**config.mk**
```make
export PLATFORM = sky130hd
export DESIGN_NAME = fgpc_ctrl
export DESIGN_NICKNAME = d
export VERILOG_FILES = /design/src/hdl/fgpc_pkg.sv /design/src/hdl/fgpc_ctrl.sv
export SDC_FILE = /design/constraint.sdc
export NUM_CORES = 1
export LEC_CHECK = 0
export CORE_AREA = 2 2 39 41
export CTS_CLUSTER_DIAMETER = 100
export DETAILED_ROUTE_END_ITERATION = 16
export DIE_AREA = 0 0 41 43
export DONT_BUFFER_PORTS = 1
export PLACE_DENSITY = 0.49
export SLEW_MARGIN = 30
export SYNTH_ARGS = -nofsm -noshare
export SYNTH_HDL_FRONTEND = slang
export SYNTH_SLANG_ARGS = --single-unit
```
**constraint.sdc**
```tcl
create_clock -name clk -period 2.1 [get_ports clk]
set_clock_uncertainty 0.2 [all_clocks]
set_input_delay 0.21 -clock clk [delete_from_list [all_inputs] [get_ports clk]]
set_output_delay 0.21 -clock clk [all_outputs]
set_load 0.005 [all_outputs]
```
**src/hdl/fgpc_pkg.sv**
```systemverilog
package fgpc_pkg;

  // Register map of the configuration channel
  typedef enum logic [2:0] {
    REG_KP_BASE       = 3'd0,
    REG_KI_BASE       = 3'd1,
    REG_KD_BASE       = 3'd2,
    REG_KP_SPAN       = 3'd3,
    REG_KI_SPAN       = 3'd4,
    REG_KD_SPAN       = 3'd5,
    REG_QUANT_SCALES  = 3'd6,
    REG_OUTPUT_LIMITS = 3'd7
  } cfg_reg_t;

  localparam int CfgIndexW = 3;
  localparam int CfgDataW  = 32;

  localparam int SampleW = 16;
  localparam int ErrW    = 17;
  localparam int ChgW    = 18;
  localparam int SmoothW = 26;
  localparam int GainW   = 20;
  localparam int ProdQW  = 35;

  // Reset values of the configuration registers
  localparam logic [15:0] KpBaseRst = 16'd256;
  localparam logic [31:0] QuantScalesRst = 32'h0100_0100;
  localparam logic [31:0] OutputLimitsRst = 32'h7FFF_8000;

  // Rule tables, row = error index, column = change index
  localparam logic signed [3:0] RULE_P [7][7] = '{
    '{4'sd6, 4'sd6, 4'sd5, 4'sd5, 4'sd4, 4'sd2, 4'sd2},
    '{4'sd6, 4'sd6, 4'sd5, 4'sd4, 4'sd4, 4'sd2, 4'sd1},
    '{4'sd5, 4'sd5, 4'sd5, 4'sd4, 4'sd2, 4'sd1, 4'sd1},
    '{4'sd5, 4'sd5, 4'sd4, 4'sd2, 4'sd1, 4'sd0, 4'sd0},
    '{4'sd4, 4'sd4, 4'sd2, 4'sd1, 4'sd1, 4'sd0, 4'sd0},
    '{4'sd4, 4'sd2, 4'sd1, 4'sd0, 4'sd0, 4'sd0, -4'sd1},
    '{4'sd2, 4'sd2, 4'sd0, 4'sd0, 4'sd0, -4'sd1, -4'sd1}
  };
  localparam logic signed [3:0] RULE_I [7][7] = '{
    '{-4'sd6, -4'sd6, -4'sd5, -4'sd5, -4'sd4, -4'sd2, -4'sd2},
    '{-4'sd6, -4'sd6, -4'sd5, -4'sd4, -4'sd4, -4'sd2, 4'sd0},
    '{-4'sd5, -4'sd5, -4'sd4, -4'sd4, -4'sd2, 4'sd0, 4'sd0},
    '{-4'sd5, -4'sd5, -4'sd4, 4'sd0, 4'sd2, 4'sd4, 4'sd5},
    '{-4'sd4, -4'sd4, -4'sd2, 4'sd0, 4'sd4, 4'sd5, 4'sd5},
    '{-4'sd2, 4'sd0, 4'sd2, 4'sd4, 4'sd5, 4'sd6, 4'sd6},
    '{4'sd0, 4'sd2, 4'sd4, 4'sd5, 4'sd6, 4'sd6, 4'sd6}
  };
  localparam logic signed [3:0] RULE_D [7][7] = '{
    '{4'sd2, 4'sd2, 4'sd1, 4'sd1, 4'sd0, -4'sd1, -4'sd2},
    '{4'sd2, 4'sd2, 4'sd1, 4'sd1, 4'sd0, -4'sd1, -4'sd2},
    '{4'sd1, 4'sd1, 4'sd1, 4'sd0, -4'sd1, -4'sd1, -4'sd2},
    '{4'sd1, 4'sd1, 4'sd0, -4'sd1, -4'sd1, -4'sd2, -4'sd2},
    '{4'sd0, 4'sd0, -4'sd1, -4'sd1, -4'sd2, -4'sd2, -4'sd4},
    '{4'sd0, -4'sd1, -4'sd1, -4'sd2, -4'sd2, -4'sd4, -4'sd4},
    '{-4'sd2, -4'sd2, -4'sd2, -4'sd2, -4'sd4, -4'sd4, -4'sd6}
  };

  // Command bundle from the sequencer to the datapath
  typedef struct packed {
    logic capture;
    logic do_err;
    logic do_chg;
    logic do_qnt;
    logic do_idx;
    logic do_gain;
    logic do_mul;
    logic do_sum;
    logic do_div3;
    logic load_out;
  } fgpc_cmd_t;

  // Clamp a scaled value to -1..1 (Q8.8) and map it to an index 0..6
  function automatic logic [2:0] quant_index(input logic signed [ProdQW-1:0] p);
    logic [9:0]  pos;
    logic [11:0] tri3;
    if (p > 35'sd256) begin
      pos = 10'd512;
    end else if (p < -35'sd256) begin
      pos = 10'd0;
    end else begin
      pos = 10'(p + 35'sd256);
    end
    tri3 = 12'(pos) * 12'd3;
    return tri3[10:8];
  endfunction

  // Gain in units of 1/1536: 6*base + rule*span, floored at zero
  function automatic logic [GainW-1:0] gain_calc(input logic [15:0] base,
                                                 input logic [15:0] span,
                                                 input logic signed [3:0] rule);
    logic signed [20:0] six_base;
    logic signed [20:0] adj;
    logic signed [20:0] g;
    six_base = $signed({5'b0, base} * 21'd6);
    adj      = 21'(rule) * $signed({5'b0, span});
    g        = six_base + adj;
    return g[20] ? '0 : g[GainW-1:0];
  endfunction

endpackage

```
**src/hdl/fgpc_ctrl.sv**
```systemverilog
module fgpc_ctrl (
  input  logic                clk,
  input  logic                rst_n,
  input  logic                in_tvalid,
  output logic                in_tready,
  output logic                out_tvalid,
  input  logic                out_tready,
  output fgpc_pkg::fgpc_cmd_t cmd
);
  import fgpc_pkg::*;

  typedef enum logic [3:0] {
    S_IDLE, S_ERR, S_CHG, S_QNT, S_IDX, S_GAIN, S_MUL, S_SUM, S_DIV3, S_OUT
  } state_t;

  state_t state_r;
  logic   out_valid_r;
  logic   out_blocked;

  assign in_tready   = (state_r == S_IDLE);
  assign out_tvalid  = out_valid_r;
  assign out_blocked = out_valid_r && !out_tready;

  // Decode one datapath step per state
  always_comb begin
    cmd          = '0;
    cmd.capture  = (state_r == S_IDLE) && in_tvalid;
    cmd.do_err   = (state_r == S_ERR);
    cmd.do_chg   = (state_r == S_CHG);
    cmd.do_qnt   = (state_r == S_QNT);
    cmd.do_idx   = (state_r == S_IDX);
    cmd.do_gain  = (state_r == S_GAIN);
    cmd.do_mul   = (state_r == S_MUL);
    cmd.do_sum   = (state_r == S_SUM);
    cmd.do_div3  = (state_r == S_DIV3);
    cmd.load_out = (state_r == S_OUT) && !out_blocked;
  end

  // Advance the sequence and hold the result valid flag
  always_ff @(posedge clk) begin
    if (!rst_n) begin
      state_r     <= S_IDLE;
      out_valid_r <= 1'b0;
    end else begin
      if (cmd.load_out) begin
        out_valid_r <= 1'b1;
      end else if (out_tready) begin
        out_valid_r <= 1'b0;
      end
      case (state_r)
        S_IDLE:  if (in_tvalid) state_r <= S_ERR;
        S_ERR:   state_r <= S_CHG;
        S_CHG:   state_r <= S_QNT;
        S_QNT:   state_r <= S_IDX;
        S_IDX:   state_r <= S_GAIN;
        S_GAIN:  state_r <= S_MUL;
        S_MUL:   state_r <= S_SUM;
        S_SUM:   state_r <= S_DIV3;
        S_DIV3:  state_r <= S_OUT;
        S_OUT:   if (!out_blocked) state_r <= S_IDLE;
        default: state_r <= S_IDLE;
      endcase
    end
  end

  a_one_step: assert property (@(posedge clk) disable iff (!rst_n) $onehot0(cmd))
    else $error("more than one datapath step in a cycle");
  a_no_overwrite: assert property (@(posedge clk) disable iff (!rst_n)
    cmd.load_out |-> !out_blocked)
    else $error("result loaded over a pending transaction");
  a_accept_starts: assert property (@(posedge clk) disable iff (!rst_n)
    (in_tvalid && in_tready) |=> (state_r == S_ERR))
    else $error("accepted sample did not start a step");
  a_load_sets_valid: assert property (@(posedge clk) disable iff (!rst_n)
    cmd.load_out |=> out_valid_r)
    else $error("loaded result not presented");

endmodule

```
== Yosys cells after proc, flatten, opt, wreduce, memory -nomap -nowiden ==
Cells that the tools add are included.
Storage, ports and cells
  bits in registers: 5
  input port bits: 4
  output and inout port bits: 12
Cells by class
  equality and inequality tests: 11
  mux-type cells: 5
  reductions and logical operators: 8
Operators with widths (count)
  4-bit one-hot mux with 10 select lines: 1
  4-bit by 3-bit equality test with 1-bit output, second input constant: 4
  4-bit by 2-bit equality test with 1-bit output, second input constant: 2
  4-bit equality test, second input constant: 2
  4-bit 2-to-1 mux: 2
  4-bit by 1-bit equality test with 1-bit output, second input constant: 1
  4-bit logical NOT: 1
  2-bit != test, second input constant: 2
  1-bit logical AND: 3
  1-bit logical NOT: 2
  1-bit 2-to-1 mux: 2
  2-bit AND reduction: 1
  2-bit nonzero test: 1

== Logic depth before layout (Yosys ltp) ==
Gate-level depths: netlist of run 1.
  depth after elaboration: 5
  depth in mapped cells: 4
  depth with buffers taken out: 3

== Worst setup path after synthesis of run 1 ==
No wires, ideal clock.
  kind: register -> output
  start: reg state_r[1]
  end: out cmd[9] (netlist bit)
  data arrival time: 0.898 ns
  required time: 1.690 ns
  slack: 0.792 ns
  stages on the path, launching flop included: 4
  cell sequence: dfxtp_1 buf_6 nor4_4 and2_1
RTL lines
  from (decl): RTL line fgpc_ctrl.sv:16  | state_t state_r;
  from (signal assigned): RTL line fgpc_ctrl.sv:42  | state_r <= S_IDLE;
  from (signal assigned): RTL line fgpc_ctrl.sv:51  | S_IDLE: if (in_tvalid) state_r <= S_ERR;
  from (signal assigned): RTL line fgpc_ctrl.sv:52  | S_ERR: state_r <= S_CHG;
  to (decl): RTL line fgpc_ctrl.sv:8  | output fgpc_pkg::fgpc_cmd_t cmd

==> flow_metrics.tcl, run 1 <==
set metrics [dict create \
    status "finished, final reports clean" \
    syn2layout_area_growth_pct 13.74 \
    vias_per_cell 4.814 \
    finalNetCount 48 \
    stdcell_area_sq_um 372.9 \
    power_density_mw_per_mm2 759.9 \
    holdCritPathClass "input pin to flip-flop" \
    ir_drop_mv 0.4471 \
    final_common_cell "nor3_1" \
    grt_pass1_vias 247 \
    synth-seq-cells 5 \
    die_w_um 41 \
    r2r-start "state_r[1]" \
    rows 14 \
    num_vias 284 \
    ys_seq_area_frac 0.3053 \
    worst_ep_required_time_ns 1.69 \
    syn_avg_cell_area_sq_um 8.195 \
    stdcell_count 59 \
    drc 0 \
    fp.dieH_um 43 \
    numCtsBuffers 3 \
    cts_sinks 5 \
    setup_tns_ns 0 \
    synth_cell_types 19 \
    cellLeakagePower_nw 0.1351 \
    finalMaxSlewViolations 0 \
    first_pass_iters 4 \
    cts_root_buffer "clkbuf_4" \
    crit_start "state_r[0]" \
    rsz0062_at_grt "no" \
    wl_per_cell_um 12.66 \
    gp_congestion 0.7299 \
    worstSkewPairLatency_ns 0.24 \
    drt_iter0_drc 4 \
    grt.overflow.total 0 \
    cap_violations 0 \
    grt_max_degree 12 \
    setup_slack_ns 0.3694 \
    ant_nets 0 \
    synth_area_sq_um 327.8 \
    start_kind "flip-flop" \
    htree_levels 1 \
    syn-num-nets 44 \
    worstHoldStart "in_tvalid" \
    place_ws_ns 0.6218 \
    numPortBuffers 0 \
    final_cell_mix "6 x nor3_1, 5 x nand2b_1, 5 x nor2_1, 5 x dfxtp_1" \
    clockBufferDepth 2 \
    dp_hpwl_um 539.1 \
    power_uw 283.4 \
    postPlaceCellArea_sq_um 326.6 \
    layout-drive-gt1-share 0.1628 \
    core_area_sq_mm 0.001384 \
    arrival_ns 1.32 \
    finalHoldViolations 0 \
    clkSlewWorstSetupHoldPaths_ns 0.04 \
    antenna_cells 0 \
    endpoint_kind "output port" \
    antenna_found_initial 0 \
    min_period_over_period 0.8241 \
    placed_cells 53 \
    start_util 0.2369 \
    period_needed_ns 1.731 \
    cts_tree "built" \
    drt_wl_total_um 747 \
    fmax_ghz 0.5778 \
    grt_pass1_wl_um 1207 \
    ys_warn_count 0 \
    grt.total_usage 0.1084 \
    die_area_sq_mm 0.001763 \
    finalSetupViolCount 0 \
    relSlewSlack 0.7074 \
    netlist_instances 40 \
    ios 16 \
    cp_max_fo 11 \
    critPathKind "flip-flop to output port" \
    worst_pin_slew_ns 0.4382 \
]
## cell usage after synthesis
master | number | area (sq um)
dfxtp_1 | 5 | 100.1
nor3_1 | 6 | 30.03
nor2_1 | 5 | 18.77
o221a_1 | 1 | 11.26
buf_2 | 2 | 10.01
a211oi_2 | 1 | 12.51
o21ai_0 | 1 | 5.000
o32ai_1 | 1 | 8.760
xor2_1 | 1 | 8.760
nor4_4 | 1 | 21.27
nand2b_2 | 1 | 8.760
nand2_1 | 3 | 11.26
xnor2_1 | 1 | 8.760
inv_2 | 1 | 3.750
buf_6 | 1 | 11.26
nand2b_1 | 5 | 31.28
and3_1 | 1 | 6.260
nor3b_1 | 1 | 7.510
and2_1 | 2 | 12.51
## per-layer routing
metal  part of all wire  GRT usage  wire length, um  up-vias
met2               0.45     0.1219              338       11
li1                   -          -                -      145
met5                  0          0                0        -
met3               0.12     0.1152               88        0
met1               0.43     0.1318              319      128
met4                  0    0.04000                0        0
## final cells by class
class / instances / area, sq um
inverter: 1 / 3.754
timing repair buffer: 2 / 20.02
multi-input combinational: 31 / 202.7
fill: 151 / 1011
clock buffer: 4 / 26.28
tap: 16 / 20.02
sequential: 5 / 100.1
## power by group
group          internal (mW)  leakage, nW  switching (mW)
logic                 0.0258       0.0795          0.0237
registers              0.102       0.0407          0.0204
clock network         0.0719       0.0150          0.0400
total                  0.199        0.135          0.0841
## final timing paths
kind | to | slack [ns] | depth (start not counted)
max | cmd[0] | 0.37 | 2
min | state_r[0] | 0.20 | 3
max reg2reg | state_r[3] | 0.69 | 3
min reg2reg | state_r[1] | 0.49 | 2
## sequential cells by signal (all words and copies together), names as in the netlist
register    count
state_r         4
out_tvalid      1
## critical path, stage by stage, from the launching register on
cell and delay (ns):
dfxtp_1 0.58, nand2b_1 0.18, nor3b_1 0.32
## kinds of logic (layout without fill, tap and decap cells)
family / count (synthesis) / in the layout / share of synthesized area
AND/OR/NAND/NOR: 25 / 25 / 0.4504
buffers and inverters: 4 / 7 / 0.07632
flip-flops: 5 / 5 / 0.3054
XOR/XNOR: 2 / 2 / 0.05344
AO/OA/AOI/OAI: 4 / 4 / 0.1145
## through the flow
| stage | hold WS, ns | utilization |
|---|---|---|
| global route | 0.2274 | 0.2694 |
| finish | 0.2005 | 0.2694 |
| detailed placement | 0.1348 | 0.2360 |
| floorplan | 0.1317 | - |
| CTS | 0.1914 | 0.2694 |
| global placement | 0.1353 | 0.2360 |
## timing repair
action                                  in CTS  in global routing
gates resized for setup                      0                  0
buffers inserted                             0                  0
endpoints found under the setup margin       0                  0
endpoints found under the hold margin        5                  0
hold buffers                                 2                  0
Power figures use the tool's default switching activity.
==> run 2, diff against run 1 <==
clock period = 1.6 ns   (was 2.1 ns; I/O delays follow)
==> run 2 against run 1 <==
- design area increased by 6.0%
- via count grew 4.6%
- sequential cell count did not move
- critical path type unchanged
- highest routed layer is now met4
==> flow_metrics.tcl, run 2 (same netlist as run 1, synthesis figures left out) <==
set metrics [dict create \
    grt.total_usage 0.1043 \
    gp_congestion 0.7202 \
    holdCritPathClass "input pin to flip-flop" \
    ant_nets 0 \
    final_cell_mix "5 x nand2b_1, 5 x nor3_1, 5 x nor2_1, 4 x dfxtp_2" \
    cellLeakagePower_nw 0.1474 \
    worst_ep_required_time_ns 1.24 \
    status "finished, final reports clean" \
    die_area_sq_mm 0.001763 \
    fp.dieH_um 43 \
    critPathKind "flip-flop to output port" \
    post-cts-setup-buffers 0 \
    wl_per_cell_um 13.68 \
    postPlaceCellArea_sq_um 334.1 \
    cp_max_fo 9 \
    antenna_found_initial 0 \
    min_period_over_period 0.9548 \
    fmax_ghz 0.6546 \
    drt_wl_total_um 821 \
    period_needed_ns 1.528 \
    stdcell_area_sq_um 395.4 \
    relSlewSlack 0.8024 \
    arrival_ns 1.17 \
    grt_pass1_vias 262 \
    cts_root_buffer "clkbuf_4" \
    drc 0 \
    cts_sinks 5 \
    cap_violations 0 \
    clockBufferDepth 2 \
    clkSlewWorstSetupHoldPaths_ns 0.05 \
    dp_hpwl_um 586.3 \
    grt_max_degree 11 \
    fillers 156 \
    setup_tns_ns 0 \
    finalHoldViolations 0 \
    worstPathBufferInverterCount 0 \
    start_kind "flip-flop" \
    endpoint_kind "output port" \
    finalSetupViolCount 0 \
    num_vias 297 \
    largest_register_ffs 4 \
    grt_pass1_wl_um 1131 \
    max_stage_delay_ns 0.38 \
    vias_per_cell 4.950 \
    power_density_mw_per_mm2 986.9 \
    htree_levels 1 \
    finalNetCount 49 \
    core_area_sq_mm 0.001384 \
    cp_cell_sequence "nor4_4 > and2_1" \
    syn2layout_area_growth_pct 20.61 \
    numCtsBuffers 3 \
    antenna_cells 0 \
    rows 14 \
    first_pass_iters 4 \
    rsz0062_at_grt "no" \
    path_delay_family "simple AND/OR/NAND/NOR gates" \
    grt.overflow.total 0 \
    layout-drive-gt1-share 0.3182 \
    cp_slowest_cell "dfxtp_2" \
    cts_tree "built" \
    worst_pin_slew_ns 0.2942 \
    start_util 0.2369 \
    ios 16 \
    top_register "state_r" \
    die_w_um 41 \
    finalMaxSlewViolations 0 \
    worstSkewPairLatency_ns 0.25 \
    drt_iter0_drc 6 \
    numPortBuffers 0 \
    ir_drop_mv 0.3026 \
]
## run 2: changes by cell type in the layout (fill, tap and decap cells not counted), sizes merged
cell / delta
buf: +1
## run 2: metrics by stage
| step | util | setup slack, ns | instances | power (mW) | hold WS (ns) |
|---|---|---|---|---|---|
| after CTS | 0.2758 | 0.006972 | 60 | 0.3926 | 0.1131 |
| after global routing | 0.2857 | 0.005568 | 60 | 0.4193 | 0.1453 |
| final | 0.2857 | 0.07236 | 60 | 0.3902 | 0.1307 |
| after floorplan | - | 0.3022 | 40 | 0.2219 | 0.08171 |
| after detailed placement | 0.2414 | 0.1835 | 54 | 0.2296 | 0.09060 |
| after global placement | 0.2414 | 0.1719 | 54 | 0.2294 | 0.08828 |
## run 2: routing by layer
metal | vias up | track usage | wire, um
li1 | 146 | - | -
met1 | 135 | 0.1058 | 327
met2 | 12 | 0.1219 | 380
met3 | 4 | 0.08901 | 81
met4 | 0 | 0.1000 | 32
met5 | - | 0 | 0
## run 2: final timing paths
check        startpoint          to  slack [ns]  cells past startpoint
max          state_r[1]      cmd[9]        0.07                      2
min          out_tready  out_tvalid        0.13                      3
max reg2reg  state_r[1]  state_r[3]        0.28                      3
min reg2reg  state_r[1]  state_r[1]        0.41                      2
## run 2: cell type report
cell class                 count  area, sq um  area share
timing repair buffer           3        27.53     0.06962
tap                           16        20.02     0.05063
sequential                     5        105.1      0.2658
inverter                       1        3.754    0.009494
multi-input combinational     31        212.7      0.5380
clock buffer                   4        26.28     0.06646
## run 2: timing repair
item | CTS | global route
hold endpoints to repair | 5 | 0
setup endpoints to repair | 3 | 5
gates resized for setup | 1 | 5
hold buffers | 2 | 0
gates cloned | 0 | 0
pin swaps | 1 | 1
## run 2: where the power goes
| group | total (mW) | switching [mW] | internal, mW | leakage (nW) |
|---|---|---|---|---|
| sequential | 0.160 | 0.0243 | 0.135 | 0.0424 |
| combinational | 0.0780 | 0.0374 | 0.0406 | 0.0900 |
| clock | 0.153 | 0.0579 | 0.0947 | 0.0150 |
| total | 0.390 | 0.120 | 0.271 | 0.147 |
## run 2: tightest hold or removal path: cells and delay by family
kind               cells  cell delay [ns]
and+or+nand+nor        2             0.30
AOI/OAI and AO/OA      1             0.09
==> run 3, diff against run 2 <==
PLACE_DENSITY = 0.35   (was 0.49)
==> run 3 against run 2 <==
- via count down 3.4%
- core utilization decreased by 0.54 points
- combinational power fell by 6.8%
- design area is 1.9% lower
- fmax down 2.0%
- register-to-register slack got worse by 0.03 ns
- highest routed layer unchanged
- non-clock buffer count shrank 1
- critical path type unchanged
- die area unchanged
- final cell count fell by 1.7%
==> flow_metrics.tcl, run 3 (same netlist as run 1, synthesis figures left out) <==
set metrics [dict create \
    worst_ep_required_time_ns 1.24 \
    ir_drop_mv 0.3486 \
    arrival_ns 1.20 \
    largest_register_ffs 4 \
    fillers 163 \
    cellLeakagePower_nw 0.1409 \
    antenna_found_initial 0 \
    final_cell_mix "6 x nor3_1, 5 x nand2b_1, 5 x nor2_1" \
    placed_cells 53 \
    grt_pass1_vias 282 \
    antenna_cells 0 \
    endpoint "cmd[9]" \
    core_area_sq_mm 0.001384 \
    power_density_mw_per_mm2 988.2 \
    num_vias 287 \
    endpoint_kind "output port" \
    cp_max_fo 11 \
    top_register "state_r" \
    status "finished, final reports clean" \
    drc 0 \
    fp.dieH_um 43 \
    syn2layout_area_growth_pct 18.32 \
    finalSetupViolCount 0 \
    layout-drive-gt1-share 0.3023 \
    fmax_ghz 0.6418 \
    grt.overflow.total 0 \
    p_switching_uw 113.7 \
    holdCritPathClass "input pin to flip-flop" \
    worstSkewPairLatency_ns 0.24 \
    start_kind "flip-flop" \
    vias_per_cell 4.864 \
    die_w_um 41 \
    finalMaxSlewViolations 0 \
    hold_path_depth 3 \
    rr_endpoint "state_r[3]" \
    htree_levels 1 \
    cap_violations 0 \
    crit_start "state_r[0]" \
    ios 16 \
    finalNetCount 48 \
    stdcell_count 59 \
    place_ws_ns 0.1787 \
    seq_power_share 0.422 \
    power_frac_comb 0.190 \
    rows 14 \
    die_area_sq_mm 0.001763 \
    cts_root_buffer "clkbuf_4" \
    period_needed_ns 1.558 \
    critPathKind "flip-flop to output port" \
    rr_worst_depth 3 \
    grt_max_degree 12 \
    grt_pass1_wl_um 1235 \
    setup_slack_ns 0.04176 \
    dp_hpwl_um 598 \
    first_pass_iters 4 \
    p_sw_frac 0.2967 \
    intPower_uw 269.6 \
    r2r-start "state_r[0]" \
    finalHoldViolations 0 \
    setup_tns_ns 0 \
    r2r_slack_ns 0.25 \
    clockBufferDepth 2 \
    drt_iter0_drc 1 \
    final_common_cell "nor3_1" \
    numCtsBuffers 3 \
    clkPwrFrac 0.388 \
    min_period_over_period 0.9739 \
    gp_congestion 0.6900 \
    drt_wl_total_um 794 \
    start_util 0.2369 \
    wl_per_cell_um 13.46 \
    grt.total_usage 0.1083 \
    ant_nets 0 \
    relSlewSlack 0.7919 \
    rsz0062_at_grt "no" \
    worst_pin_slew_ns 0.3098 \
    clkSlewWorstSetupHoldPaths_ns 0.05 \
    cts_sinks 5 \
    numPortBuffers 0 \
    cts_tree "built" \
]
[run 3: timing repair]
action	4_1_cts	5_1_grt
hold endpoints to repair	5	0
endpoints found under the setup margin	2	8
pin swaps	0	1
hold buffers	2	0
gates resized for setup	1	6
cloned	0	0
buffers inserted	0	0
[run 3: worst max-delay path, stage by stage, from the launching register on]
cell and delay, ns:
dfxtp_4 0.39, nor4_4 0.37, and2_4 0.20
[run 3: through the flow]
step	util	power, mW	hold WS (ns)	cell area, sq um
CTS	0.2703	0.3795	0.1219	374.1
global route	0.2803	0.4045	0.1440	387.9
global placement	0.2360	0.2227	0.08670	326.6
floorplan	-	0.2219	0.08171	327.8
detailed placement	0.2360	0.2229	0.08796	326.6
finish	0.2803	0.3833	0.1250	387.9
[run 3: cell type report]
| cell class | count | area, sq um | area share |
|---|---|---|---|
| well taps | 16 | 20.02 | 0.05161 |
| clock buffers | 4 | 26.28 | 0.06774 |
| multi-input cells | 31 | 210.2 | 0.5419 |
| flip-flops and latches | 5 | 107.6 | 0.2774 |
| repair buffers | 2 | 20.02 | 0.05161 |
| inverters | 1 | 3.754 | 0.009677 |
[run 3: power groups by stage]
stage | Combinational, mW | Sequential, mW | Clock, mW
final | 0.0727 | 0.162 | 0.149
after global routing | 0.0796 | 0.164 | 0.161
after CTS | 0.0667 | 0.161 | 0.152
after detailed placement | 0.0611 | 0.162 | 0
after global placement | 0.0617 | 0.161 | 0
after floorplan | 0.0838 | 0.138 | 0
[run 3: per-layer routing]
layer | vias up | GRT usage | part of all wire
met5 | - | 0 | 0
met4 | 0 | 0.1000 | 0.018
met3 | 2 | 0.03141 | 0.068
met2 | 12 | 0.1438 | 0.45
met1 | 130 | 0.1314 | 0.46
li1 | 143 | - | -
[run 3: worst min-delay path by stage]
stage                  to  slack [ns]  startpoint
2_1_floorplan  out_tvalid        0.08       rst_n
3_3_place_gp   out_tvalid        0.09       rst_n
3_5_place_dp   out_tvalid        0.09       rst_n
4_1_cts        state_r[0]        0.12   in_tvalid
5_1_grt        state_r[0]        0.14   in_tvalid
6_report       state_r[0]        0.12   in_tvalid
